[config.mk]
export PLATFORM = sky130hd
export DESIGN_NAME = baro_temp_pressure_compensation_flat
export DESIGN_NICKNAME = d
export VERILOG_FILES = /design/src/btpc_pkg.sv /design/src/btpc_stream_if.sv /design/src/baro_temp_pressure_compensation.sv /design/src/btpc_ctrl.sv /design/src/btpc_dp.sv /design/src/flat_wrapper.sv
export VERILOG_INCLUDE_DIRS = /design/src /design/src/src
export SDC_FILE = /design/constraint.sdc
export NUM_CORES = 2
export LEC_CHECK = 0
export ABC_CLOCK_PERIOD_IN_PS = 15780
export BUFFER_PORTS_ARGS = -buffer_cell sky130_fd_sc_hd__buf_2
export CAP_MARGIN = 30
export CORE_AREA = 3 3 311 467
export CTS_BUF_LIST = sky130_fd_sc_hd__clkbuf_4 sky130_fd_sc_hd__clkbuf_8 sky130_fd_sc_hd__clkbuf_16
export CTS_CLUSTER_DIAMETER = 80
export DETAILED_ROUTE_END_ITERATION = 12
export DIE_AREA = 0 0 314 470
export HOLD_SLACK_MARGIN = 0.02
export SYNTH_ARGS = -nofsm -noshare
export SYNTH_HDL_FRONTEND = slang
export SYNTH_SLANG_ARGS = --single-unit
[constraint.sdc]
create_clock -name i_clk -period 15.78 [get_ports i_clk]
set_input_delay 1.578 -clock i_clk [delete_from_list [all_inputs] [get_ports i_clk]]
set_output_delay 1.578 -clock i_clk [all_outputs]
set_load 0.02 [all_outputs]
[src/baro_temp_pressure_compensation_assert.svh]
// Assertion macros for the compensation block
`ifndef BARO_TEMP_PRESSURE_COMPENSATION_ASSERT_SVH
`define BARO_TEMP_PRESSURE_COMPENSATION_ASSERT_SVH
// implication checked on every rising clock edge, disabled during reset
`define BTPC_ASSERT_IMP(label, clk, rst_n, ante, cons, msg) \
    label: assert property (@(posedge clk) disable iff (!rst_n) (ante) |-> (cons)) \
        else $error(msg);
// next-cycle implication
`define BTPC_ASSERT_NEXT(label, clk, rst_n, ante, cons, msg) \
    label: assert property (@(posedge clk) disable iff (!rst_n) (ante) |=> (cons)) \
        else $error(msg);
`endif

[src/btpc_pkg.sv]
// Package: shared types and constants for the compensation block
package btpc_pkg;
    localparam int unsigned CFG_IDX_W = 3;
    localparam int unsigned CFG_DATA_W = 32;
    localparam int unsigned RAW_W = 19;

    typedef enum logic [CFG_IDX_W-1:0] {
        CFG_AC1_AC2 = 3'd0,
        CFG_AC3_AC4 = 3'd1,
        CFG_AC5_AC6 = 3'd2,
        CFG_B1_B2   = 3'd3,
        CFG_MC_MD   = 3'd4,
        CFG_OSS     = 3'd5
    } t_cfg_idx;

    localparam logic KIND_TEMP  = 1'b0;
    localparam logic KIND_PRESS = 1'b1;

    localparam logic [31:0] C_4000  = 32'd4000;
    localparam logic [31:0] C_32768 = 32'd32768;
    localparam logic [31:0] C_50000 = 32'd50000;
    localparam logic [31:0] C_3038  = 32'd3038;
    localparam logic [31:0] C_M7357 = 32'hFFFF_E343;
    localparam logic [31:0] C_3791  = 32'd3791;

    // datapath operations issued by the controller
    typedef enum logic [4:0] {
        OP_NOP,
        OP_LOAD,
        OP_T1,
        OP_T2,
        OP_T3,
        OP_T4,
        OP_T5,
        OP_P1,
        OP_P2,
        OP_P3,
        OP_P4,
        OP_P5,
        OP_P6,
        OP_P7,
        OP_P8,
        OP_P9,
        OP_P10,
        OP_P11,
        OP_P12,
        OP_P13,
        OP_P14,
        OP_P15,
        OP_P16,
        OP_DIV_START,
        OP_DIV_STEP,
        OP_ERR
    } t_op;

    typedef enum logic [2:0] {
        ST_IDLE,
        ST_RUN,
        ST_DIV,
        ST_POST,
        ST_OUT
    } t_state;

    typedef struct packed {
        t_op  op;
    } t_cmd;

    typedef struct packed {
        logic kind;
        logic den_zero;
    } t_status;

    function automatic logic [31:0] asr32(input logic [31:0] v, input int unsigned n);
        asr32 = 32'($signed(v) >>> n);
    endfunction
endpackage

[src/btpc_stream_if.sv]
// Interfaces: valid/ready channels for input readings and results
interface btpc_in_if;
    logic        valid;
    logic        ready;
    logic        action;
    logic [18:0] raw_reading;
    modport source (output valid, action, raw_reading, input ready);
    modport sink   (input valid, action, raw_reading, output ready);
endinterface

interface btpc_out_if;
    logic        valid;
    logic        ready;
    logic        result_kind;
    logic [31:0] compensated_value;
    logic        divide_error;
    modport source (output valid, result_kind, compensated_value, divide_error,
                    input ready);
    modport sink   (input valid, result_kind, compensated_value, divide_error,
                    output ready);
endinterface

[src/baro_temp_pressure_compensation.sv]
// Top level: barometric temperature and pressure compensation block
//
// Usage:
//   in_ch  carries one raw reading per transaction: action 0 is a raw
//          temperature (UT), action 1 a raw pressure (UP).
//   out_ch returns one result per input transaction: result_kind copies
//          action, compensated_value is 0.1 degC or Pa, divide_error
//          flags a zero divisor (value then 0).
//   The config port writes calibration words and oversampling; write
//   only while the block is idle.
// Operation: one item at a time. Each run is dominated by the 32-step
//   restoring divider, one quotient bit per cycle, plus one multiply per
//   step through a single shared 32x32 multiplier.
// Reset: coefficients clear, oversampling returns to 3, B5 clears.
// Stall: the result holds in the output register while out ready is low;
//   no new item is accepted until it is taken.
module baro_temp_pressure_compensation (
    input  logic                              i_clk,
    input  logic                              i_rst_n,
    input  logic                              i_cfg_we,
    input  logic [btpc_pkg::CFG_IDX_W-1:0]    i_cfg_idx,
    input  logic [btpc_pkg::CFG_DATA_W-1:0]   i_cfg_data,
    btpc_in_if.sink                           in_ch,
    btpc_out_if.source                        out_ch
);
    import btpc_pkg::*;

    t_cmd    cmd;
    t_status status;

    // sequence the steps
    btpc_ctrl u_ctrl (
        .i_clk       (i_clk),
        .i_rst_n     (i_rst_n),
        .i_in_valid  (in_ch.valid),
        .o_in_ready  (in_ch.ready),
        .o_out_valid (out_ch.valid),
        .i_out_ready (out_ch.ready),
        .i_status    (status),
        .o_cmd       (cmd)
    );

    // hold state and compute
    btpc_dp u_dp (
        .i_clk      (i_clk),
        .i_rst_n    (i_rst_n),
        .i_cfg_we   (i_cfg_we),
        .i_cfg_idx  (i_cfg_idx),
        .i_cfg_data (i_cfg_data),
        .i_action   (in_ch.action),
        .i_raw      (in_ch.raw_reading),
        .i_cmd      (cmd),
        .o_status   (status),
        .o_kind     (out_ch.result_kind),
        .o_value    (out_ch.compensated_value),
        .o_err      (out_ch.divide_error)
    );
endmodule

[src/btpc_ctrl.sv]
// Controller: sequences the compensation steps and the divider
module btpc_ctrl (
    input  logic              i_clk,
    input  logic              i_rst_n,
    input  logic              i_in_valid,
    output logic              o_in_ready,
    output logic              o_out_valid,
    input  logic              i_out_ready,
    input  btpc_pkg::t_status i_status,
    output btpc_pkg::t_cmd    o_cmd
);
    import btpc_pkg::*;

    t_state r_state, n_state;
    t_op    r_step, n_step;
    logic [4:0] r_cnt, n_cnt;

    always_ff @(posedge i_clk) begin
        if (!i_rst_n) begin
            r_state <= ST_IDLE;
            r_step  <= OP_NOP;
            r_cnt   <= '0;
        end else begin
            r_state <= n_state;
            r_step  <= n_step;
            r_cnt   <= n_cnt;
        end
    end

    always_comb begin
        n_state      = r_state;
        n_step       = r_step;
        n_cnt        = r_cnt;
        o_in_ready   = 1'b0;
        o_out_valid  = 1'b0;
        o_cmd.op       = OP_NOP;
        unique case (r_state)
            ST_IDLE: begin
                o_in_ready = 1'b1;
                if (i_in_valid) begin
                    o_cmd.op = OP_LOAD;
                    n_state  = ST_RUN;
                    n_step   = OP_T1;
                end
            end
            ST_RUN: begin
                o_cmd.op = r_step;
                priority case (r_step)
                    OP_T2: begin
                        if (i_status.den_zero) begin
                            o_cmd.op = OP_ERR;
                            n_state  = ST_OUT;
                        end else begin
                            o_cmd.op = OP_DIV_START;
                            n_state  = ST_DIV;
                            n_cnt    = '0;
                            n_step   = OP_T3;
                        end
                    end
                    OP_P12: begin
                        if (i_status.den_zero) begin
                            o_cmd.op = OP_ERR;
                            n_state  = ST_OUT;
                        end else begin
                            o_cmd.op = OP_DIV_START;
                            n_state  = ST_DIV;
                            n_cnt    = '0;
                            n_step   = OP_P13;
                        end
                    end
                    OP_T1: n_step = OP_T2;
                    OP_T5, OP_P16: n_state = ST_OUT;
                    OP_T3: n_step = OP_T4;
                    OP_T4: n_step = OP_T5;
                    OP_LOAD: n_step = OP_T1;
                    default: n_step = t_op'(r_step + 5'd1);
                endcase
            end
            ST_DIV: begin
                o_cmd.op = OP_DIV_STEP;
                n_cnt    = r_cnt + 5'd1;
                if (r_cnt == 5'd31) n_state = ST_RUN;
            end
            ST_POST: n_state = ST_RUN;
            ST_OUT: begin
                o_out_valid = 1'b1;
                if (i_out_ready) n_state = ST_IDLE;
            end
            default: n_state = ST_IDLE;
        endcase
        // pressure branch begins at P1 after load
        if (r_state == ST_IDLE && i_in_valid && i_status.kind) n_step = OP_P1;
    end
endmodule

[src/btpc_dp.sv]
// Datapath: coefficient registers, B5, sequential arithmetic and divider
module btpc_dp (
    input  logic                    i_clk,
    input  logic                    i_rst_n,
    input  logic                    i_cfg_we,
    input  logic [btpc_pkg::CFG_IDX_W-1:0]  i_cfg_idx,
    input  logic [btpc_pkg::CFG_DATA_W-1:0] i_cfg_data,
    input  logic                    i_action,
    input  logic [18:0]             i_raw,
    input  btpc_pkg::t_cmd          i_cmd,
    output btpc_pkg::t_status       o_status,
    output logic                    o_kind,
    output logic [31:0]             o_value,
    output logic                    o_err
);
    import btpc_pkg::*;

    logic [31:0] r_c0, r_c1, r_c2, r_c3, r_c4;
    logic [1:0]  r_oss;
    logic [31:0] r_b5;
    logic        r_kind, r_err;
    logic [31:0] r_raw, r_a, r_b, r_sq, r_x1, r_x2, r_b3, r_b4, r_b7, r_p, r_den;
    logic [31:0] r_mul;
    // divider
    logic [31:0] r_q, r_rem, r_dvs;
    logic        r_neg, r_post_shl;

    logic [31:0] ac1, ac2, ac3, ac4, ac5, ac6, b1, b2, mc, md;
    assign ac1 = {{16{r_c0[31]}}, r_c0[31:16]};
    assign ac2 = {{16{r_c0[15]}}, r_c0[15:0]};
    assign ac3 = {{16{r_c1[31]}}, r_c1[31:16]};
    assign ac4 = {16'd0, r_c1[15:0]};
    assign ac5 = {16'd0, r_c2[31:16]};
    assign ac6 = {16'd0, r_c2[15:0]};
    assign b1  = {{16{r_c3[31]}}, r_c3[31:16]};
    assign b2  = {{16{r_c3[15]}}, r_c3[15:0]};
    assign mc  = {{16{r_c4[31]}}, r_c4[31:16]};
    assign md  = {{16{r_c4[15]}}, r_c4[15:0]};

    logic [31:0] mul_a, mul_b, mul_y;
    assign mul_y = 32'(mul_a * mul_b);

    logic [32:0] trial;
    assign trial = {r_rem[31:0], r_q[31]} - {1'b0, r_dvs};

    logic [31:0] qfix;
    assign qfix = r_neg ? (32'd0 - r_q) : r_q;

    assign o_status.kind     = i_action;
    assign o_status.den_zero = (r_den == 32'd0);

    always_ff @(posedge i_clk) begin
        if (!i_rst_n) begin
            r_c0 <= '0; r_c1 <= '0; r_c2 <= '0; r_c3 <= '0; r_c4 <= '0;
            r_oss <= 2'd3;
            r_b5 <= '0;
        end else if (i_cfg_we) begin
            unique case (i_cfg_idx)
                CFG_AC1_AC2: r_c0 <= i_cfg_data;
                CFG_AC3_AC4: r_c1 <= i_cfg_data;
                CFG_AC5_AC6: r_c2 <= i_cfg_data;
                CFG_B1_B2:   r_c3 <= i_cfg_data;
                CFG_MC_MD:   r_c4 <= i_cfg_data;
                CFG_OSS:     r_oss <= i_cfg_data[1:0];
                default: ;
            endcase
        end else if (i_cmd.op == OP_T4) begin
            r_b5 <= r_x1 + qfix;
        end
    end

    // multiplier operands are always r_a and r_b, loaded per step
    always_comb begin
        mul_a = r_a;
        mul_b = r_b;
    end

    always_ff @(posedge i_clk) begin
        r_mul <= mul_y;
        unique case (i_cmd.op)
            OP_LOAD: begin
                r_kind <= i_action;
                r_err  <= 1'b0;
                r_raw  <= {13'd0, i_raw};
                r_den  <= 32'd1;
                r_a    <= i_action ? (r_b5 - C_4000) : ({13'd0, i_raw} - ac6);
                r_b    <= i_action ? (r_b5 - C_4000) : ac5;
            end
            // temperature
            OP_T1: begin
                r_x1  <= asr32(mul_y, 15);
                r_den <= asr32(mul_y, 15) + md;
            end
            OP_T2: ;
            OP_T3: ;
            OP_T4: ;
            OP_T5: r_p <= asr32(r_x1 + qfix + 32'd8, 4);
            // pressure: r_a = r_b = B6 at entry
            OP_P1: begin
                r_sq <= asr32(mul_y, 12);      // B6*B6
                r_b  <= ac2;                    // next: ac2*b6
            end
            OP_P2: begin
                r_x2 <= asr32(mul_y, 11);
                r_b  <= ac3;
            end
            OP_P3: begin
                r_x1 <= asr32(mul_y, 13);       // ac3*b6
                r_a  <= r_sq;
                r_b  <= b2;
            end
            OP_P4: begin
                r_b3 <= asr32(mul_y, 11) + r_x2; // X3 = x1 + x2
                r_b  <= b1;
            end
            OP_P5: begin
                r_x2 <= asr32(mul_y, 16);
                r_b3 <= asr32(32'((ac1 * 32'd4 + r_b3) << r_oss) + 32'd2, 2);
            end
            OP_P6: begin
                r_a <= asr32(r_x1 + r_x2 + 32'd2, 2) + C_32768;
                r_b <= ac4;
            end
            OP_P7: begin
                r_b4 <= 32'(mul_y >> 15);
                r_a  <= r_raw - r_b3;
                r_b  <= C_50000 >> r_oss;
            end
            OP_P8: begin
                r_b7  <= mul_y;
                r_den <= r_b4;
            end
            OP_P9: ;
            OP_P10: ;
            OP_P11: ;
            OP_P12: ;
            OP_P13: begin
                r_p <= r_post_shl ? {r_q[30:0], 1'b0} : r_q;
                r_a <= asr32(r_post_shl ? {r_q[30:0], 1'b0} : r_q, 8);
                r_b <= asr32(r_post_shl ? {r_q[30:0], 1'b0} : r_q, 8);
            end
            OP_P14: begin
                r_a <= mul_y;
                r_b <= C_3038;
            end
            OP_P15: begin
                r_x1 <= asr32(mul_y, 16);
                r_a  <= C_M7357;
                r_b  <= r_p;
            end
            OP_P16: r_p <= r_p + asr32(r_x1 + asr32(mul_y, 16) + C_3791, 4);
            OP_DIV_START: begin
                r_rem <= '0;
                if (r_kind == KIND_TEMP) begin
                    // signed: |MC<<11| / |den|
                    r_q   <= mc[31] ? (32'd0 - (mc << 11)) : (mc << 11);
                    r_dvs <= r_den[31] ? (32'd0 - r_den) : r_den;
                    r_neg <= mc[31] ^ r_den[31];
                    r_post_shl <= 1'b0;
                end else begin
                    r_q   <= r_b7[31] ? r_b7 : {r_b7[30:0], 1'b0};
                    r_dvs <= r_den;
                    r_neg <= 1'b0;
                    r_post_shl <= r_b7[31];
                end
            end
            OP_DIV_STEP: begin
                if (!trial[32]) begin
                    r_rem <= trial[31:0];
                    r_q   <= {r_q[30:0], 1'b1};
                end else begin
                    r_rem <= {r_rem[30:0], r_q[31]};
                    r_q   <= {r_q[30:0], 1'b0};
                end
            end
            OP_ERR: begin
                r_err <= 1'b1;
                r_p   <= '0;
            end
            default: ;
        endcase
    end

    assign o_kind  = r_kind;
    assign o_value = r_p;
    assign o_err   = r_err;

    `include "baro_temp_pressure_compensation_assert.svh"
    `BTPC_ASSERT_NEXT(a_err_zero, i_clk, i_rst_n, i_cmd.op == OP_ERR, r_p == 32'd0 && r_err, "error result must be zero")
    `BTPC_ASSERT_NEXT(a_b5_hold, i_clk, i_rst_n, i_cmd.op == OP_ERR && !i_cfg_we, $stable(r_b5), "B5 changed on divide error")
    `BTPC_ASSERT_IMP(a_div_nonzero, i_clk, i_rst_n, i_cmd.op == OP_DIV_START, r_den != 32'd0, "divide started with zero divisor")
endmodule

[src/flat_wrapper.sv]
// flat-port wrapper written by rule: the top's interface ports become plain ports
module baro_temp_pressure_compensation_flat import btpc_pkg::*;
  (i_clk, i_rst_n, i_cfg_we, i_cfg_idx, i_cfg_data, in_ch_valid, in_ch_action, in_ch_raw_reading, in_ch_ready, out_ch_valid, out_ch_result_kind, out_ch_compensated_value, out_ch_divide_error, out_ch_ready);
  btpc_in_if in_ch_i ();
  btpc_out_if out_ch_i ();
  input  logic i_clk;
  input  logic i_rst_n;
  input  logic i_cfg_we;
  input  logic [btpc_pkg::CFG_IDX_W-1:0] i_cfg_idx;
  input  logic [btpc_pkg::CFG_DATA_W-1:0] i_cfg_data;
  input wire logic [$bits(in_ch_i.valid)-1:0] in_ch_valid;
  input wire logic [$bits(in_ch_i.action)-1:0] in_ch_action;
  input wire logic [$bits(in_ch_i.raw_reading)-1:0] in_ch_raw_reading;
  output wire logic [$bits(in_ch_i.ready)-1:0] in_ch_ready;
  output wire logic [$bits(out_ch_i.valid)-1:0] out_ch_valid;
  output wire logic [$bits(out_ch_i.result_kind)-1:0] out_ch_result_kind;
  output wire logic [$bits(out_ch_i.compensated_value)-1:0] out_ch_compensated_value;
  output wire logic [$bits(out_ch_i.divide_error)-1:0] out_ch_divide_error;
  input wire logic [$bits(out_ch_i.ready)-1:0] out_ch_ready;
  assign in_ch_i.valid = in_ch_valid;
  assign in_ch_i.action = in_ch_action;
  assign in_ch_i.raw_reading = in_ch_raw_reading;
  assign in_ch_ready = in_ch_i.ready;
  assign out_ch_valid = out_ch_i.valid;
  assign out_ch_result_kind = out_ch_i.result_kind;
  assign out_ch_compensated_value = out_ch_i.compensated_value;
  assign out_ch_divide_error = out_ch_i.divide_error;
  assign out_ch_i.ready = out_ch_ready;
  baro_temp_pressure_compensation u_core (.i_clk(i_clk), .i_rst_n(i_rst_n), .i_cfg_we(i_cfg_we), .i_cfg_idx(i_cfg_idx), .i_cfg_data(i_cfg_data), .in_ch(in_ch_i), .out_ch(out_ch_i));
endmodule
### After elaboration in Yosys (flattened, before gate mapping)

Cells that the tools add are included.

| word-level totals | value |
|---|---|
| input port bits | 60 |
| word-level logic and storage cells | 179 |
| flip-flop bits (word level) | 619 |

| cells by class | value |
|---|---|
| bitwise gates (word level) | 3 |
| mux-type cells | 42 |
| $add $sub $neg | 21 |
| shifts and indexed selects | 2 |
| reductions and logical operators | 31 |
| $mul | 1 |
| equality and inequality tests | 50 |

Operator list:

| cell | count |
|---|---|
| $mux 32 | 10 |
| $pmux 32 s10 | 1 |
| $pmux 32 s2 | 4 |
| $pmux 32 s7 | 1 |
| $add 32x32->32 | 6 |
| $pmux 32 s3 | 2 |
| $pmux 32 s4 | 1 |
| $add 32x2->32 const B | 2 |
| $sub 1x32->32 const A | 2 |
| $eq 5x5->1 const B | 10 |
| $eq 5x4->1 const B | 7 |
| $pmux 5 s7 | 1 |
| $sub 33x32->33 | 1 |
| $add 32x12->32 const B | 1 |
| $add 32x4->32 const B | 1 |
| $logic_not 32->1 | 1 |
| $mul 32x32->32 | 1 |
| $shl 32x2->32 | 1 |
| $shr 16x2->32 const A | 1 |
| $sub 19x32->32 | 1 |
| $sub 32x12->32 const B | 1 |
| $add 30x17->31 const B | 1 |
| $eq 5x3->1 const B | 6 |
| $mux 5 | 6 |
| 35 further kinds | 81 |

### Longest topological paths before layout

| depth | value |
|---|---|
| depth after elaboration | 6 |
| mapped depth | 55 |
| gate-level depth less buffers | 52 |

### Cells and area by module

Synthesis repeated with hierarchy kept, for this count alone.

| unflattened totals | value |
|---|---|
| cell total of the unflattened synthesis | 6452 |
| area total of the unflattened synthesis | 57088.5 µm² |

By module, submodules not included:

| module | times used | area an instance (µm²) | cells an instance | seq. area each (µm²) |
|---|---|---|---|---|
| btpc_dp | 1 | 56096.3 | 6332 | 14814.2 |
| btpc_ctrl | 1 | 992.2 | 120 | 260.2 |

### Least setup slack after synthesis

OpenSTA, ideal clock, no wires.

| timing | value |
|---|---|
| kind | reg-to-reg |
| start point | reg u_core.u_dp.r_b[3] (netlist: u_core.u_dp.mul_b[3]) |
| end point | reg u_core.u_dp.r_p[28] (netlist: u_core.u_dp.o_value[28]), data pin |
| stages on the path, launching flop included | 53 |
| required time | 15521 ps |
| arrival time | 11481 ps |
| path slack | 4040 ps |
| path buffers | 4 |
| cells stage by stage | edfxtp_1 > clkbuf_1 > clkbuf_1 > and2_1 > fa_1 > inv_1 > fa_1 > fa_1 > fa_1 > inv_1 > fa_1 > inv_1 > fa_1 > inv_1 > fa_1 > fa_1 > ha_1 > o21ai_0 > [... 17 more ...] > o21a_1 > o21a_1 > clkbuf_1 > nor2_1 > ha_1 > a21o_1 > a21oi_1 > o21ai_0 > and3_1 > a21oi_1 > o21bai_1 > o41ai_1 > o21a_1 > nand2b_1 > nand2b_1 > a211oi_1 > nor2_1 > a211o_1 |

| on the way | value |
|---|---|
| longest elaborated chain between the ends | 5 |

RTL lines:

| item | line | RTL |
|---|---|---|
| start: declaration | btpc_dp.sv:22 | `logic [31:0] r_raw, r_a, r_b, r_sq, r_x1, r_x2, r_b3, r_b4, r_b7, r_p, r_den;` |
| start signal: assignment | btpc_dp.sv:87 | `r_b <= i_action ? (r_b5 - C_4000) : ac5;` |
| start signal: assignment | btpc_dp.sv:127 | `r_b <= C_50000 >> r_oss;` |
| start signal: assignment | btpc_dp.sv:140 | `r_b <= asr32(r_post_shl ? {r_q[30:0], 1'b0} : r_q, 8);` |
| $mul 32x32->32 | btpc_dp.sv:41 | `assign mul_y = 32'(mul_a * mul_b);` |
| net u_core.u_dp.mul_y[25] | btpc_dp.sv:40 | `logic [31:0] mul_a, mul_b, mul_y;` |
| $add 32x32->32 | btpc_dp.sv:151 | `OP_P16: r_p <= r_p + asr32(r_x1 + asr32(mul_y, 16) + C_3791, 4);` |
| $add 32x12->32 | btpc_dp.sv:151 |  |
| $add 32x32->32 | btpc_dp.sv:151 |  |
| $pmux 32 s4 | btpc_dp.sv:80 | `unique case (i_cmd.op)` |
| end signal: assignment | btpc_dp.sv:97 | `OP_T5: r_p <= asr32(r_x1 + qfix + 32'd8, 4);` |
| end signal: assignment | btpc_dp.sv:138 | `r_p <= r_post_shl ? {r_q[30:0], 1'b0} : r_q;` |
| end signal: assignment | btpc_dp.sv:151 |  |
| end: declaration | btpc_dp.sv:22 |  |

The timed path passes the listed nets, and every way through them passes these cells.
A chain may end at the register's enable or synchronous reset.

### Worst setup path in the final report

| timing | value |
|---|---|
| start point | reg u_core.u_dp.r_b[7] (netlist: u_core.u_dp.mul_b[7]) |
| end point | reg u_core.u_dp.r_p[30] (netlist: u_core.u_dp.o_value[30]), data pin |

Same word-level chain as after synthesis.

==> results.tsv <==
stage	metric	value	unit
routing	DRC viols	0	
synthesis	Synth area leaders	edfxtp_1 (19%), fa_1 (15%), ha_1 (9.0%)	
cts	CTS tree	done	
sta	final hold violation count	0	
synthesis	top-count cell post-synth	nand2_1	
place	HPWL after DPL	161000	µm
routing	vias	47700	
die	Die ar.	0.148	mm²
synthesis	yosys warns	0	
cts	CTS sink count	571	
cts	post-CTS setup repair buffer count	0	
cts	CTS H-tree lvls	2	
die	number of top-level pins	96	
cts	root buffer cell	clkbuf_16	
critical_path	CP max stage delay	0.90	ns
die	Initial Util	0.399	
cells_and_area	Area Growth Syn to Fin	8.61	%
sta	final setup fails	0	
synthesis	Yosys cell types	106	
run	number of max-cap violations	0	
critical_path	crit end category	register	
critical_path	Worst setup SP type	register	
sta	crit share post-route	0.855	
place	global placement routability congestion	1.00	
critical_path	crit path kind	register to register	
routing	WL per Instance	24.6	µm
sta	Worst-Margin Slew	1.08	ns
outcome	status	complete, no violations	
synthesis	most frequent cells after synthesis	nand2_1 (1,003), inv_1 (557), fa_1 (417)	
cts	Longest Clk Path Bufs	3	
cells_and_area	Final #Nets	7245	
cells_and_area	fill count	14000	
sta	TNS Setup	0	ns
synthesis	Synth area leader	edfxtp_1	
min_path	WHS Path Cells	0	
cts	PostCTS Resize Cnt	0	
global_route	largest net degree at the start of global routing	106	
routing	Final ANT Viol Nets	0	
min_path	Hold Crit Class	register to register	
die	core area	0.141	mm²
critical_path	CP Max Fanout	25	
critical_path	Critical Path RT	16.20	ns
critical_path	R2R depth	45	
sta	clock skew	0.0236	ns
global_route	initial antenna violation count	12	
routing	DRT Wirelength	204000	µm
critical_path	Arr. time, crit path	13.91	ns
cts	clk slew on worst S/H paths	0.07	ns
routing	DR vias/cell	5.75	
sta	Slew Limit Fails	0	
synthesis	syn_area_per_cell	8.83	µm²
die	die span in y	470	µm
sta	FMAX	74.2	MHz
synthesis	Post-Synthesis Cells	6394	
global_route	gr ovfl total	0	
place	IO Port Bufs	95	
synthesis	Main synth FF type	edfxtp_1	
cells_and_area	share of post-route cells with drive strength above 1	0.0708	
die	num rows	169	
sta	RSZ-0062 raised after global routing	false	
sta	minimum clock period	13.48	ns
cts	Clk Latency, worst-skew pair	0.68	ns
synthesis	Seq cells post-synth	571	
synthesis	Post-synth EDFFs	364	
critical_path	crit path max-delay cell type	edfxtp_1	
synthesis	Mapped Nets	7276	
cts	Post-CTS Hold Fix Bufs	0	
synthesis	synthesized cell area	0.0565	mm²
routing	DR pass1 iterations	6	
global_route	GRT Util Overall	0.271	
synthesis	sequential-to-total area share from yosys stat	0.267	
synthesis	ys async rst share	0	
critical_path	most frequent CP cell	fa_1	
global_route	vias in the first global route	47400	
cts	cts bufs inserted	59	
cells_and_area	final core occ	0.433	
sta	Slew Limit Headroom	0.279	
synthesis	post-synth top area share	0.194	
global_route	first-pass GRT wire length	301000	µm
routing	drt first-iter violations	4248	
die	Die Width	314	µm
path summary, 6_finish.rpt:
| path | startpoint | endpoint | slack, ns |
|---|---|---|---|
| max reg2reg | u_core.u_dp.mul_b[7] | u_core.u_dp.o_value[30] | 2.30 |
| min reg2reg | u_core.u_dp.r_den[0] | u_core.u_dp.r_dvs[0] | 0.46 |
| max | u_core.u_dp.mul_b[7] | u_core.u_dp.o_value[30] | 2.30 |
| min | u_core.u_dp.r_den[0] | u_core.u_dp.r_dvs[0] | 0.46 |
final cells by class:
type	instances	area, µm²	share of cell area
Clock inverter	31	428	0.00698
Timing Repair Buffer	212	1410	0.0229
Inverter	561	2110	0.0343
Sequential cell	571	15100	0.246
Antenna cell	6	15.0	0.000245
Tap cell	1881	2350	0.0384
Clock buffer	79	1670	0.0272
Multi-Input combinational cell	4958	38300	0.624
stage by stage:
stage	instances	instance area (µm²)	hold slack, ns	worst slack, ns
2_1_floorplan	6394	56500	0.426	4.04
3_3_place_gp	8176	59100	0.441	2.53
3_5_place_dp	8182	59200	0.445	2.50
4_1_cts	8292	61300	0.461	2.36
5_1_grt	8293	61300	0.479	1.50
6_report	8299	61300	0.457	2.30
layout by cell type, fill, tap and decap left out, types with 19 or more instances in the layout:
cell type,count
nand2_1,1003
inv_1,557
fa_1,417
ha_1,405
edfxtp_1,364
nor2_1,346
and2_1,331
a21oi_1,303
xnor2_1,282
o21ai_0,279
dfxtp_1,206
a21boi_0,198
xor2_1,125
buf_4,112
mux2i_1,105
nand3_1,98
buf_2,94
nor3_1,85
a21o_1,64
clkbuf_16,60
o21a_1,59
nand2b_1,59
nor2b_1,51
a211oi_1,50
or3_1,47
a31oi_1,40
a221oi_1,36
mux2_2,29
o21bai_1,28
o31ai_1,27
and3_1,27
o211ai_1,25
nand4_1,24
nor4_1,24
a22oi_1,23
or2_2,21
a211o_1,19
layer usage:
| metal | vias up | wire length, µm | GRT usage |
|---|---|---|---|
| li1 | 21800 | - | - |
| met1 | 23300 | 76300 | 0.314 |
| met2 | 1894 | 97300 | 0.463 |
| met3 | 638 | 12400 | 0.0331 |
| met4 | 4 | 18300 | 0.191 |
| met5 | - | 26 | 0 |
worst max-delay path: cells and delay by family, from the launching register on:
| kind | cells | cell delay [ns] |
|---|---|---|
| flops | 1 | 0.90 |
| fa+ha+maj | 12 | 5.28 |
| compound gates | 19 | 4.59 |
| buf+inv | 5 | 0.63 |
| xor+xnor | 2 | 0.61 |
| simple gates | 7 | 1.19 |
cells by family (layout without fill, tap and decap cells):
| group | count (synthesis) | in the layout | synth area share |
|---|---|---|---|
| fa+ha+maj | 824 | 824 | 0.238 |
| xor+xnor | 412 | 412 | 0.0640 |
| compound gates | 1372 | 1372 | 0.164 |
| other cells | 0 | 6 | 0 |
| flops | 571 | 571 | 0.267 |
| mux | 135 | 135 | 0.0248 |
| simple gates | 2215 | 2215 | 0.184 |
| buf+inv | 865 | 883 | 0.0579 |
Power is left out: the tool's default activity adds up to more than one toggle a clock period on the data nets, which glitch-free logic cannot reach.
